**config.mk**
```make
export PLATFORM = sky130hd
export DESIGN_NAME = kcp_fmul
export DESIGN_NICKNAME = d
export VERILOG_FILES = /design/src/rtl/core/kcp_pkg.sv /design/src/rtl/core/kcp_fmul.sv
export SDC_FILE = /design/constraint.sdc
export NUM_CORES = 2
export LEC_CHECK = 0
export BUFFER_PORTS_ARGS = -buffer_cell sky130_fd_sc_hd__buf_2
export CORE_ASPECT_RATIO = 1.5
export CORE_MARGIN = 10
export CORE_UTILIZATION = 40
export CTS_CLUSTER_SIZE = 10
export DETAILED_ROUTE_END_ITERATION = 16
export PLACE_DENSITY = 0.63
export RECOVER_POWER = 50
export SLEW_MARGIN = 20
export SYNTH_ARGS = -nofsm -noshare
export SYNTH_HDL_FRONTEND = slang
export SYNTH_SLANG_ARGS = --single-unit
```
**constraint.sdc**
```tcl
create_clock -name clk -period 27.5 [get_ports clk]
set_clock_uncertainty 0.2 [all_clocks]
set_input_delay 8.25 -clock clk [delete_from_list [all_inputs] [get_ports clk]]
set_output_delay 8.25 -clock clk [all_outputs]
set_load 0.1 [all_outputs]
```
**src/rtl/core/kcp_pkg.sv**
```systemverilog
package kcp_pkg;

  localparam int FRAC_BITS = 32;
  localparam int DW = 64;
  localparam int STD_W = 63;
  localparam int NS = 8;
  localparam int IDX_W = $clog2(NS);
  localparam int ADDR_W = 2 * IDX_W;
  localparam int DEPTH = NS * NS;
  localparam int CFG_IDX_W = 3;
  localparam int NGRP = 4;
  localparam int GRP_W = $clog2(NGRP);
  localparam int SQ_STEPS = (DW + FRAC_BITS + 1) / 2;

  localparam logic signed [DW-1:0] ONE = DW'(1) << FRAC_BITS;
  localparam logic signed [DW-1:0] SMAX = {1'b0, {(DW-1){1'b1}}};
  localparam logic signed [DW-1:0] SMIN = {1'b1, {(DW-1){1'b0}}};

  localparam logic [CFG_IDX_W-1:0] CFG_NOISE_POS  = 3'd0;
  localparam logic [CFG_IDX_W-1:0] CFG_NOISE_VEL  = 3'd1;
  localparam logic [CFG_IDX_W-1:0] CFG_NOISE_BIAS = 3'd2;
  localparam logic [CFG_IDX_W-1:0] CFG_NOISE_FREQ = 3'd3;
  localparam logic [CFG_IDX_W-1:0] CFG_NOISE_SCALE = 3'd4;
  localparam logic [CFG_IDX_W-1:0] CFG_STEP_TIME  = 3'd5;
  localparam logic [CFG_IDX_W-1:0] CFG_INV_CORR   = 3'd6;

  typedef enum logic [3:0] {
    ST_IDLE,
    ST_PST,
    ST_PWT,
    ST_CLR,
    ST_MRD,
    ST_MST,
    ST_MWT,
    ST_MWR,
    ST_SRD,
    ST_SST,
    ST_SWT,
    ST_OUT
  } kcp_state_t;

  function automatic logic signed [DW-1:0] sadd(logic signed [DW-1:0] a,
                                                logic signed [DW-1:0] b);
    logic signed [DW-1:0] s;
    s = a + b;
    if (a[DW-1] == b[DW-1] && s[DW-1] != a[DW-1]) return a[DW-1] ? SMIN : SMAX;
    return s;
  endfunction

  function automatic logic signed [DW-1:0] ssub(logic signed [DW-1:0] a,
                                                logic signed [DW-1:0] b);
    logic signed [DW-1:0] d;
    d = a - b;
    if (a[DW-1] != b[DW-1] && d[DW-1] != a[DW-1]) return a[DW-1] ? SMIN : SMAX;
    return d;
  endfunction

  function automatic logic [DW-1:0] mag(logic signed [DW-1:0] a);
    return a[DW-1] ? (~a + DW'(1)) : a;
  endfunction

endpackage

```
**src/rtl/core/kcp_fmul.sv**
```systemverilog
module kcp_fmul import kcp_pkg::*; (
  input  logic                 clk,
  input  logic                 rst_n,
  input  logic                 start,
  input  logic signed [DW-1:0] a,
  input  logic signed [DW-1:0] b,
  output logic                 done,
  output logic signed [DW-1:0] res
);

  localparam int HW = DW / 2;
  localparam int PW = 2 * DW;
  localparam logic [2:0] MUL_PARTS = 3'd4;
  localparam logic [PW-1:0] RND = PW'(1) << (FRAC_BITS - 1);

  logic [DW-1:0] ma_r, mb_r;
  logic          neg_r;
  logic [PW-1:0] prod_r;
  logic [2:0]    cnt_r;
  logic          busy_r, done_r;
  logic signed [DW-1:0] res_r;

  logic [HW-1:0] op_a, op_b;
  logic [DW-1:0] pp;
  logic [PW-1:0] pp_sh;
  logic [PW-1:0] rnd;
  logic          ovf;
  logic [DW-1:0] mid, lim, mres;

  // One 32x32 partial product per cycle, weighted by the halves it covers.
  always_comb begin
    op_a  = cnt_r[1] ? ma_r[DW-1:HW] : ma_r[HW-1:0];
    op_b  = cnt_r[0] ? mb_r[DW-1:HW] : mb_r[HW-1:0];
    pp    = op_a * op_b;
    pp_sh = {{DW{1'b0}}, pp} << {cnt_r[1] & cnt_r[0], cnt_r[1] ^ cnt_r[0], 5'b0};
    rnd   = prod_r + RND;
    ovf   = |rnd[PW-1:FRAC_BITS+DW];
    mid   = rnd[FRAC_BITS+DW-1:FRAC_BITS];
    lim   = neg_r ? SMIN : SMAX;
    mres  = (ovf || mid > lim) ? lim : mid;
  end

  always_ff @(posedge clk) begin
    if (!rst_n) begin
      busy_r <= 1'b0;
      done_r <= 1'b0;
      cnt_r  <= '0;
    end else begin
      done_r <= 1'b0;
      if (start) begin
        ma_r   <= mag(a);
        mb_r   <= mag(b);
        neg_r  <= a[DW-1] ^ b[DW-1];
        prod_r <= '0;
        cnt_r  <= '0;
        busy_r <= 1'b1;
      end else if (busy_r) begin
        if (cnt_r == MUL_PARTS) begin
          res_r  <= neg_r ? -mres : mres;
          done_r <= 1'b1;
          busy_r <= 1'b0;
        end else begin
          prod_r <= prod_r + pp_sh;
          cnt_r  <= cnt_r + 3'd1;
        end
      end
    end
  end

  assign done = done_r;
  assign res  = res_r;

endmodule

```
# After elaboration in Yosys (flattened, before gate mapping)
# Cells that the tools add are included.
[classes] addsub=6 n_mul=1 n_div=0 magnitude_cmp=1 n_eq_ne=2 shift=1 mux=13 bitwise_logic=9 n_reduce_logical=9
[op_table] cell="128-bit two-way mux" count=2
[op_table] cell="64-bit two-way mux" count=3
[op_table] cell="128-bit adder" count=1
[op_table] cell="128-bit by 32-bit adder with 128-bit output, second input constant" count=1
[op_table] cell="64-bit by 2-bit adder with 64-bit output, second input constant" count=2
[op_table] cell="64-bit inverter" count=2
[op_table] cell="64-bit by 7-bit << shifter with 128-bit output" count=1
[op_table] cell="63-bit two-way mux" count=2
[op_table] cell="64-bit greater-than comparator" count=1
[op_table] cell="32-bit by 32-bit multiplier with 64-bit output" count=1
[op_table] cell="32-bit two-way mux" count=2
[op_table] cell="64-bit negator" count=1
[op_table] cell="32-bit OR reduction" count=1
[op_table] cell="1-bit two-way mux" count=4
[op_table] cell="1-bit inverter" count=4
[op_table] cell="2-bit AND reduction" count=2
[op_table] cell="4-bit AND reduction" count=1
[op_table] cell="3-bit by 1-bit adder with 3-bit output, second input constant" count=1
[op_table] cell="3-bit equality test, second input constant" count=1
[op_table] cell="3-bit AND reduction" count=1
[op_table] cell="3-bit OR reduction" count=1
[op_table] cell="2-bit inequality test, second input constant" count=1
[op_table] cell="2-bit nonzero test" count=1
[op_table] cell="2-bit OR reduction" count=1
[op_table] cell="3 further kinds" count=4
[word_totals] ff_bits=326 latch_bits=0 ram_bits=0 mem_bits_ro=0 in_bits=131 out_inout_bits=65 mem_count=0

# Longest topological paths before layout
[depth] depth_word=6 depth_mapped=50

# Least setup slack after synthesis
# No wires, ideal clock.
[synth_path] kind="in2reg" from="input start" to="register res_r[0], in the netlist res[0], enable pin" setup_time_ns=0.565 arrival_time_ns=12.887 path_slack_ns=13.848 path_stages=3 path_cell_list="inv_1 > nand2_1 > nor3_1"
[synth_via] elab_chain_len=2
[synth_lines] item="start, declared" line="kcp_fmul.sv:4" source="input logic start,"
[synth_lines] item="1-bit inverter (no line)"
[synth_lines] item="4-bit AND reduction (no line)"
[synth_lines] item="end signal, assigned" line="kcp_fmul.sv:59" source="res_r <= neg_r ? -mres : mres;"
[synth_lines] item="end, declared" line="kcp_fmul.sv:21" source="logic signed [DW-1:0] res_r;"
# Every way passes these cells.
# A chain may end at the register's enable or synchronous reset.

# Worst setup path in the final report
[layout_path] from="input start" to="register ma_r[4], enable pin"
[layout_via] elab_chain_len=1
[layout_lines] item="2-bit AND reduction (no line)"
[layout_lines] item="end signal, assigned" line="kcp_fmul.sv:51" source="ma_r <= mag(a);"
[layout_lines] item="end, declared" line="kcp_fmul.sv:16" source="logic [DW-1:0] ma_r, mb_r;"
# Every way passes these cells.

==> flow_metrics.tcl <==
set metrics [dict create \
    status "finished, violations left" \
    violations "capacitance limit, slew limit" \
    fp.dieH_um 500 \
    fin_setup_tns_ps 0 \
    cts_buffer_depth 3 \
    fmax_mhz 66.5 \
    finalCritPeriodShare_pct 54.7 \
    syn_area_um2 61500 \
    drc 0 \
    initial_core_util_pct 40.2 \
    synthArstFlopShare_pct 0 \
    yosysTopAreaCell "fa_1" \
    hp-class "register to register" \
    cts_buffers 43 \
    root_buffer "clkbuf_16" \
    globalRouteTotalUtil_pct 26.4 \
    htreeDepth 2 \
    clock_sinks 326 \
    die_area_um2 170000 \
    timing.final.ws_setup_ps 12460 \
    gp_congestion 0.974 \
    critPathArrivalTime_ps 14940 \
    synth_top_area_share_pct 29.2 \
    wl_um 229000 \
    dp_slack_ps 13030 \
    synth_cells 7039 \
    timing.rr.start "cnt_r[1]" \
    place.port_buffers 195 \
    cap_violations 8 \
    yosys-top-cells-area "fa_1, edfxtp_1, ha_1" \
    ys.flop_type "edfxtp_1" \
    antenna_left 0 \
    ys_seq_area_share_pct 15.8 \
    relSlewSlack_pct -169 \
    drt-initial-drc-count 4268 \
    clk_pin_slew_ps 60 \
    postCtsSetupRepairBufs 0 \
    num_vias 52800 \
    antenna_found_initial 34 \
    via_per_inst 5.78 \
    met1_usage_pct 29.6 \
    synth_area_per_cell_um2 8.74 \
    wl_per_cell_um 25.0 \
    use_met3_pct 5.08 \
    synth_most_common_cell "inv_1" \
    ios 196 \
    min-delay-start "busy_r" \
    layout_min_cycle_time_ps 15040 \
    synth-edff-count 321 \
    slew_violations 500 \
    final_cells 9137 \
    dieWidth_um 340 \
    nets 8545 \
    hold_viol_final 0 \
    path_max_fanout 77 \
    criticalPathCategory "input port to register" \
    core_um2 153000 \
    cts_resized 0 \
    rsz0062_at_grt "no" \
    synth_nets 8527 \
    clk_latency_ps 660 \
    worst_pin_slew_ps 4030 \
    cts_tree "yes" \
    cp-start-kind "input port" \
    grt_max_degree 170 \
    area_delta_synth_final_pct 7.21 \
    overflow 0 \
    grt_pass1_vias 54800 \
    yosys_warnings 0 \
    endpoint_kind "register" \
    first_pass_iters 5 \
    met2_usage_pct 45.7 \
    final_layout_size_suffix_gt1_share_pct 6.47 \
    dp.cells 9059 \
    top_usage_layer "met2" \
    rows 176 \
    ys_top_cells_by_count "inv_1, nor2_1, fa_1" \
    synth_cell_type_count 99 \
    cp.required_ps 27410 \
    place_hpwl_um 180000 \
    holdBufCountCts 0 \
    grt_first_pass_wirelength_um 341000 \
    ys_ff_latch 326 \
    crit_path_start "start" \
    setup-violations-final 0 \
]
-- per-layer routing --
metal	wire length (um)	vias to the layer above	share of wire, %
li1	-	23300	-
met1	81400	26600	36
met2	112000	2178	49
met3	16900	741	7.4
met4	17700	32	7.8
met5	212	-	0.093
-- kinds of logic (layout without fill, tap and decap cells) --
group,count (synthesis),after routing,share of synthesized area [%]
AO/OA/AOI/OAI,1122,1122,11.8
XOR/XNOR,361,361,5.14
other,0,13,0
buffers and inverters,1361,1399,8.43
flip-flops,326,326,15.8
multiplexers,162,162,2.79
adder cells (fa/ha/maj),1357,1357,38.6
AND/OR/NAND/NOR,2350,2350,17.4
-- stage by stage --
stage	utilization, %	hold WS (ps)	cell area, um2
after detailed placement	42.3	325	64700
final	43.1	288	65900
after global placement	42.3	320	64700
after global routing	43.1	335	65900
after floorplan	-	245	61500
after CTS	43.2	323	66100
-- final cells by class --
cell class | instances | area (um2)
sequential | 326 | 9750
antenna | 13 | 32.5
timing repair buffer | 286 | 1570
multi-input combinational | 5352 | 46700
clock inverter | 19 | 258
clock buffer | 46 | 1090
tap | 2047 | 2560
fill | 15200 | 87100
inverter | 1048 | 3930
-- flip-flops by register name, summed over array words and instances (netlist names) --
name    count
busy_r      1
cnt_r       3
done        1
ma_r       64
mb_r       64
neg_r       1
prod_r    128
res        64
-- cell usage in the layout, fill, tap and decap left out, types with 32 or more instances in the layout --
cell type	count
o21ai_0	219
nor2b_1	34
ha_1	460
xor2_1	99
inv_1	1046
o31ai_1	54
or3_1	41
o21bai_1	42
xnor2_1	262
clkbuf_16	43
edfxtp_1	321
a21oi_1	305
nor3_1	94
mux2i_1	45
a211oi_1	33
nand2_1	702
buf_2	125
or4_1	32
nand3_1	103
buf_4	85
and3_1	50
mux2i_2	35
clkbuf_1	78
nor4_1	46
a21o_1	179
nand4_1	106
fa_1	897
mux2_2	75
a31oi_1	36
and2_1	58
nor2_1	945
-- worst max-delay path, cell delays in order --
cell,delay [ps]
clkbuf_1,900
and2_0,2650
clkbuf_1,2970
-- path summary, 6_finish.rpt --
check | slack, ps | depth (start not counted) | to
worst min-delay path | 290 | 2 | done
worst max-delay path | 12460 | 3 | ma_r[4]
worst max register to register | 12700 | 40 | prod_r[112]
worst min register to register | 290 | 2 | done
Power is not shown: default switching activity piles up to over one toggle a cycle in this logic, so the estimate is an artifact.
