--- src/rtl/core/kcp_pkg.sv ---
package kcp_pkg;

  localparam int FRAC_BITS = 32;
  localparam int DW = 64;
  localparam int STD_W = 63;
  localparam int NS = 8;
  localparam int IDX_W = $clog2(NS);
  localparam int ADDR_W = 2 * IDX_W;
  localparam int DEPTH = NS * NS;
  localparam int CFG_IDX_W = 3;
  localparam int NGRP = 4;
  localparam int GRP_W = $clog2(NGRP);
  localparam int SQ_STEPS = (DW + FRAC_BITS + 1) / 2;

  localparam logic signed [DW-1:0] ONE = DW'(1) << FRAC_BITS;
  localparam logic signed [DW-1:0] SMAX = {1'b0, {(DW-1){1'b1}}};
  localparam logic signed [DW-1:0] SMIN = {1'b1, {(DW-1){1'b0}}};

  localparam logic [CFG_IDX_W-1:0] CFG_NOISE_POS  = 3'd0;
  localparam logic [CFG_IDX_W-1:0] CFG_NOISE_VEL  = 3'd1;
  localparam logic [CFG_IDX_W-1:0] CFG_NOISE_BIAS = 3'd2;
  localparam logic [CFG_IDX_W-1:0] CFG_NOISE_FREQ = 3'd3;
  localparam logic [CFG_IDX_W-1:0] CFG_NOISE_SCALE = 3'd4;
  localparam logic [CFG_IDX_W-1:0] CFG_STEP_TIME  = 3'd5;
  localparam logic [CFG_IDX_W-1:0] CFG_INV_CORR   = 3'd6;

  typedef enum logic [3:0] {
    ST_IDLE,
    ST_PST,
    ST_PWT,
    ST_CLR,
    ST_MRD,
    ST_MST,
    ST_MWT,
    ST_MWR,
    ST_SRD,
    ST_SST,
    ST_SWT,
    ST_OUT
  } kcp_state_t;

  function automatic logic signed [DW-1:0] sadd(logic signed [DW-1:0] a,
                                                logic signed [DW-1:0] b);
    logic signed [DW-1:0] s;
    s = a + b;
    if (a[DW-1] == b[DW-1] && s[DW-1] != a[DW-1]) return a[DW-1] ? SMIN : SMAX;
    return s;
  endfunction

  function automatic logic signed [DW-1:0] ssub(logic signed [DW-1:0] a,
                                                logic signed [DW-1:0] b);
    logic signed [DW-1:0] d;
    d = a - b;
    if (a[DW-1] != b[DW-1] && d[DW-1] != a[DW-1]) return a[DW-1] ? SMIN : SMAX;
    return d;
  endfunction

  function automatic logic [DW-1:0] mag(logic signed [DW-1:0] a);
    return a[DW-1] ? (~a + DW'(1)) : a;
  endfunction

endpackage

--- src/rtl/core/kcp_sqrt.sv ---
module kcp_sqrt import kcp_pkg::*; (
  input  logic                 clk,
  input  logic                 rst_n,
  input  logic                 start,
  input  logic signed [DW-1:0] x,
  output logic                 done,
  output logic [STD_W-1:0]     root
);

  localparam int NW = 2 * SQ_STEPS;
  localparam int RW = SQ_STEPS + 2;
  localparam int CW = $clog2(SQ_STEPS + 1);
  localparam logic [CW-1:0] LAST = CW'(SQ_STEPS - 1);

  logic [NW-1:0]       n_r;
  logic [RW-1:0]       rem_r;
  logic [SQ_STEPS-1:0] root_r;
  logic [CW-1:0]       cnt_r;
  logic                busy_r, done_r;

  logic [RW-1:0] rem_sh, trial;
  logic          fits;

  // Restoring square root, two radicand bits per cycle.
  always_comb begin
    rem_sh = {rem_r[SQ_STEPS-1:0], n_r[NW-1:NW-2]};
    trial  = {root_r, 2'b01};
    fits   = rem_sh >= trial;
  end

  always_ff @(posedge clk) begin
    if (!rst_n) begin
      busy_r <= 1'b0;
      done_r <= 1'b0;
      cnt_r  <= '0;
    end else begin
      done_r <= 1'b0;
      if (start) begin
        n_r    <= (x > 0) ? ({{(NW-DW){1'b0}}, x} << FRAC_BITS) : '0;
        rem_r  <= '0;
        root_r <= '0;
        cnt_r  <= '0;
        busy_r <= 1'b1;
      end else if (busy_r) begin
        n_r    <= n_r << 2;
        rem_r  <= fits ? rem_sh - trial : rem_sh;
        root_r <= {root_r[SQ_STEPS-2:0], fits};
        cnt_r  <= cnt_r + CW'(1);
        if (cnt_r == LAST) begin
          busy_r <= 1'b0;
          done_r <= 1'b1;
        end
      end
    end
  end

  assign done = done_r;
  assign root = STD_W'(root_r);

endmodule

--- config.mk ---
export PLATFORM = sky130hd
export DESIGN_NAME = kcp_sqrt
export DESIGN_NICKNAME = d
export VERILOG_FILES = /design/src/rtl/core/kcp_pkg.sv /design/src/rtl/core/kcp_sqrt.sv
export SDC_FILE = /design/constraint.sdc
export NUM_CORES = 1
export LEC_CHECK = 0
export BUFFER_PORTS_ARGS = -buffer_cell sky130_fd_sc_hd__buf_2
export CORE_ASPECT_RATIO = 2
export CORE_MARGIN = 1.5
export CORE_UTILIZATION = 45
export CTS_CLUSTER_DIAMETER = 50
export CTS_CLUSTER_SIZE = 10
export DETAILED_ROUTE_END_ITERATION = 8
export GPL_TIMING_DRIVEN = 0
export MAX_ROUTING_LAYER = met4
export PLACE_DENSITY = 0.72
export SETUP_SLACK_MARGIN = 0.4
export SLEW_MARGIN = 20
export SYNTH_ARGS = -nofsm -noshare
export SYNTH_HDL_FRONTEND = slang
export SYNTH_SLANG_ARGS = --single-unit
--- constraint.sdc ---
create_clock -name clk -period 5.9 [get_ports clk]
set_input_delay 0 -clock clk [delete_from_list [all_inputs] [get_ports clk]]
set_output_delay 0 -clock clk [all_outputs]
set_load 0.01 [all_outputs]
## After elaboration in Yosys (flattened, before gate mapping)

Cells that the tools add are included.

- $add $sub $neg: 2
- Order comparisons: 2
- Equal/unequal tests: 1
- Multiplexer cells: 10
- Bitwise gates (word level): 2
- Reductions and logical operators: 4

Operators with widths:

| kind | count |
|---|---|
| 96-bit two-way mux | 3 |
| 48-bit two-way mux | 3 |
| 64-bit by 1-bit > comparator with 1-bit output, second input constant | 1 |
| 50-bit >= comparator | 1 |
| 48-bit subtractor | 1 |
| 6-bit by 1-bit adder with 6-bit output, second input constant | 1 |
| 6-bit == test, second input constant | 1 |
| 1-bit two-way mux | 4 |
| 3-bit OR reduction | 1 |
| 1-bit NOT | 2 |
| 2-bit AND reduction | 1 |
| 2-bit nonzero test | 1 |
| 2-bit OR reduction | 1 |

- Register bits after elaboration: 200
- Input port bits: 67
- Output and inout bits: 64
- Word-level logic and storage cells: 27

## Depth between registers and ports, before layout

- Depth in word-level cells: 4
- Depth in mapped cells: 15
- Gate-level depth less buffers: 10

## Worst setup path before layout

OpenSTA, ideal clock, no wires.

- Path kind: reg-to-reg
- From: reg busy_r
- To: reg n_r[32] (enable)
- Setup time: 534 ps
- Data arrival time: 4178 ps
- Required time: 5366 ps
- Slack: 1188 ps
- Stages on the path, launching flop included: 3
- Buffers on the path: 1
- Period minus slack after synthesis: 4712 ps
- Path through: dfxtp_1 -> clkbuf_1 -> o21a_1

- Word-level cells in the longest chain between the ends: 2

RTL lines:

| element | RTL line | RTL |
|---|---|---|
| start, declared | kcp_sqrt.sv:19 | `logic busy_r, done_r;` |
| start signal, assigned | kcp_sqrt.sv:33 | `busy_r <= 1'b0;` |
| start signal, assigned | kcp_sqrt.sv:43 | `busy_r <= 1'b1;` |
| start signal, assigned | kcp_sqrt.sv:50 | `busy_r <= 1'b0;` |
| 2-bit nonzero test (no line) | n/a |  |
| 2-bit AND reduction (no line) | n/a |  |
| end signal, assigned | kcp_sqrt.sv:39 | `n_r <= (x > 0) ? ({{(NW-DW){1'b0}}, x} << FRAC_BITS) : '0;` |
| end signal, assigned | kcp_sqrt.sv:45 | `n_r <= n_r << 2;` |
| end, declared | kcp_sqrt.sv:15 | `logic [NW-1:0] n_r;` |

No other way between the ends.
A chain may end at the register's enable or synchronous reset.

## Worst setup path after layout

- From: reg rem_r[9]
- To: reg rem_r[32], data pin

- Word-level cells in the longest chain between the ends: 3
- Elaborated cells on any way between the ends: 4
- Classes of those cells: add/sub: 1; order compare: 1; mux: 2

RTL lines:

| element | RTL line | RTL |
|---|---|---|
| start, declared | kcp_sqrt.sv:16 | `logic [RW-1:0] rem_r;` |
| start signal, assigned | kcp_sqrt.sv:46 | `rem_r <= fits ? rem_sh - trial : rem_sh;` |
| 48-bit subtractor or 50-bit >= comparator (tied branches) | kcp_sqrt.sv:46, kcp_sqrt.sv:28 |  |
| 48-bit two-way mux (*) | kcp_sqrt.sv:46 |  |
| 48-bit two-way mux (*) | kcp_sqrt.sv:44 | `end else if (busy_r) begin` |

Every way passes the cells marked *; elsewhere a longest branch is shown, timed or not. The select of a mux whose other input is x is not followed.

==> results.sh <==
export IMPL_clock_fmax_ghz=0.250
export IMPL_routed_wl_microns=30500
export IMPL_grt_start_max_net_pins=56
export IMPL_reg2reg_to="rem_r[32]$_SDFFCE_PP0P_"
export IMPL_maxSlewViolCount=0
export IMPL_critPathSlowestCell="clkbuf_1"
export IMPL_drive_gt1_share_pct=15.8
export IMPL_synth_warnings=0
export IMPL_io_pins=131
export IMPL_fillers=1945
export IMPL_start_util_pct=45.9
export IMPL_ys_flop_type="edfxtp_1"
export IMPL_design_area_sq_mm=0.0125
export IMPL_power_static_leakage_nw=5.09
export IMPL_regToRegSetupSlack_ns=1.90
export IMPL_dpl_hpwl_microns=22400
export IMPL_grt_util_met1_pct=26.4
export IMPL_cts_max_path_buffers=2
export IMPL_start_kind="flip-flop"
export IMPL_hold_class="input pin to flip-flop"
export IMPL_period_share_pct=67.9
export IMPL_utilization_pct=56.2
export IMPL_setup_viol=0
export IMPL_grt_busiest_layer="met2"
export IMPL_outcome="completed"
export IMPL_drt_iter0_drc=491
export IMPL_core_sq_mm=0.0222
export IMPL_rows=77
export IMPL_regArea_sq_mm=0.00496
export IMPL_min_to="n_r[34]$_DFFE_PP_"
export IMPL_die_area_sq_mm=0.0236
export IMPL_drtPass1Iterations=5
export IMPL_async_flop_share_pct=0
export IMPL_area_delta_synth_final_pct=22.4
export IMPL_clk_latency_ns=0.45
export IMPL_cp_arrival_ns=4.27
export IMPL_r2r_start="rem_r[9]$_SDFFCE_PP0P_"
export IMPL_drtAntennaViolNets=0
export IMPL_hold_viol=0
export IMPL_first_global_vias=9246
export IMPL_hold_buffers=64
export IMPL_drv_cap=0
export IMPL_gp_congestion=0.942
export IMPL_grt_pass1_wl_microns=47500
export IMPL_vdd_ir_drop_max_mv=0.219
export IMPL_crit_type="flip-flop to flip-flop"
export IMPL_htree_levels=4
export IMPL_cts_tree="done"
export IMPL_drc=0
export IMPL_vias_per_cell=5.90
export IMPL_avgSynthCellArea_sq_um=10.1
export IMPL_placed_area_sq_mm=0.0112
export IMPL_critPathMaxStageDelay_ns=0.68
export IMPL_ys_ff_latch=168
export IMPL_synth_cell_type_count=69
export IMPL_cts_setup_buffers=0
export IMPL_hold_path_depth=3
export IMPL_syn_inst=1010
export IMPL_die_w_microns=109
export IMPL_min_from="x[63]"
export IMPL_grt_use_met2_pct=47.6
export IMPL_seq_area_frac_synth_pct=48.8
export IMPL_track_usage_pct=27.8
export IMPL_skew_ns=0.0154
export IMPL_wl_per_cell_microns=20.1
export IMPL_period_minus_slack_ns=4.00
export IMPL_slew_headroom_pct=31.0
export IMPL_multi_input_area_sq_mm=0.00465
export IMPL_overflow=0
export IMPL_powerDensity_mw_per_mm2=284
export IMPL_cts_resized=0
export IMPL_numCtsBuffers=17
export IMPL_root_buffer="clkbuf_16"
export IMPL_worst_pin_slew_ns=1.03
export IMPL_r2r_cells=10
export IMPL_end_kind="flip-flop"
export IMPL_cp_cell_sequence="ha_1 > clkbuf_1 > nand4_1 > nor4_2 > o2111a_2 > o2111ai_2 > nand2_1 > clkbuf_1 > nand4_1 > a21oi_1"
export IMPL_port_buffers=115
export IMPL_synth_area_sq_mm=0.0102
export IMPL_mostFrequentLayoutCells="160 x edfxtp_1, 124 x buf_2, 98 x nand2_1"
export IMPL_final_common_cell="edfxtp_1"
export IMPL_synth_edf_count=160
export IMPL_clk_pin_slew_ns=0.07
export IMPL_critPathMaxFanout=10
export IMPL_die_h_microns=216
export IMPL_antenna_cells=0
export IMPL_antenna_found_initial=0
export IMPL_required_ns=6.17
export IMPL_rsz0062_at_grt="false"
export IMPL_nets=1343
export IMPL_use_met3_pct=5.01
export IMPL_cts_sinks=168
export IMPL_dr_total_vias=8931
synth_stat cells (24+ instances only):
cell	count	area, sq um
edfxtp_1	160	4800
nand2_1	98	368
nor2_1	94	353
a21oi_1	75	375
a22o_1	62	543
inv_1	60	225
ha_1	51	638
clkbuf_1	36	135
o21ai_0	30	150
nand3_1	29	145
a21o_1	24	180
nand4_1	24	150
layout make-up:
cell class / count / area share, %
plain buffers: 74 / 3.15
clock buffers: 24 / 3.87
clock inverters: 8 / 0.884
inverters: 60 / 1.81
multi-input cells: 722 / 37.3
flip-flops and latches: 168 / 39.9
well taps: 276 / 2.77
repair buffers: 182 / 10.3
worst max-delay path by stage:
stage / cells after the start / slack (ns) / endpoint / start
after global placement: 4 / -0.88 / root_r[27]$_SDFFCE_PP0P_ / start
after global routing: 11 / 1.67 / rem_r[32]$_SDFFCE_PP0P_ / root_r[9]$_SDFFCE_PP0P_
after floorplan: 2 / 1.19 / n_r[32]$_SDFFCE_PP0P_ / busy_r$_SDFF_PN0_
after detailed placement: 11 / 1.99 / rem_r[32]$_SDFFCE_PP0P_ / root_r[9]$_SDFFCE_PP0P_
final: 10 / 1.90 / rem_r[32]$_SDFFCE_PP0P_ / rem_r[9]$_SDFFCE_PP0P_
after CTS: 11 / 1.96 / rem_r[32]$_SDFFCE_PP0P_ / root_r[9]$_SDFFCE_PP0P_
routing by layer:
layer,up-vias,part of all wire [%]
met4,0,8.4
met2,352,52
met1,4233,34
met5,-,0
li1,4199,-
met3,147,5.0
cell families after synthesis:
logic type	synth area share (%)
AND/OR/NAND/NOR	15.9
other	0.0369
XOR/XNOR	2.58
AO/OA/AOI/OAI	19.9
buffers and inverters	6.06
adder cells (fa/ha/maj)	6.27
multiplexers	0.394
flip-flops	48.8
sequential cells by signal (all words and copies together) (netlist names):
register / flops
n_r: 64
rem_r: 48
root_r: 48
cnt_r: 6
busy_r: 1
done: 1
through the flow:
stage | cells | hold slack [ns] | TNS, ns | power, mW | worst slack, ns
3_5_place_dp | 1418 | 0.302 | 0 | 2.36 | 1.99
6_report | 1514 | 0.162 | 0 | 3.53 | 1.90
2_1_floorplan | 1024 | 0.198 | 0 | 2.09 | 1.19
3_3_place_gp | 1415 | 0.297 | -138.65 | 2.36 | -0.881
5_1_grt | 1514 | 0.174 | 0 | 3.69 | 1.67
4_1_cts | 1514 | 0.141 | 0 | 3.54 | 1.96
power breakdown:
part	switching, mW	internal [mW]
Combinational	0.570	0.360
Clock	0.479	0.661
Sequential	0.0419	1.42
worst max-delay path: cells and delay by family (launching register included):
kind	cells	cell delay, ns
AO/OA/AOI/OAI	3	0.83
adder cells (fa/ha/maj)	1	0.29
buffers and inverters	2	0.96
flip-flops	1	0.40
AND/OR/NAND/NOR	4	1.33
No activity file was read; power rests on OpenSTA's default activity.
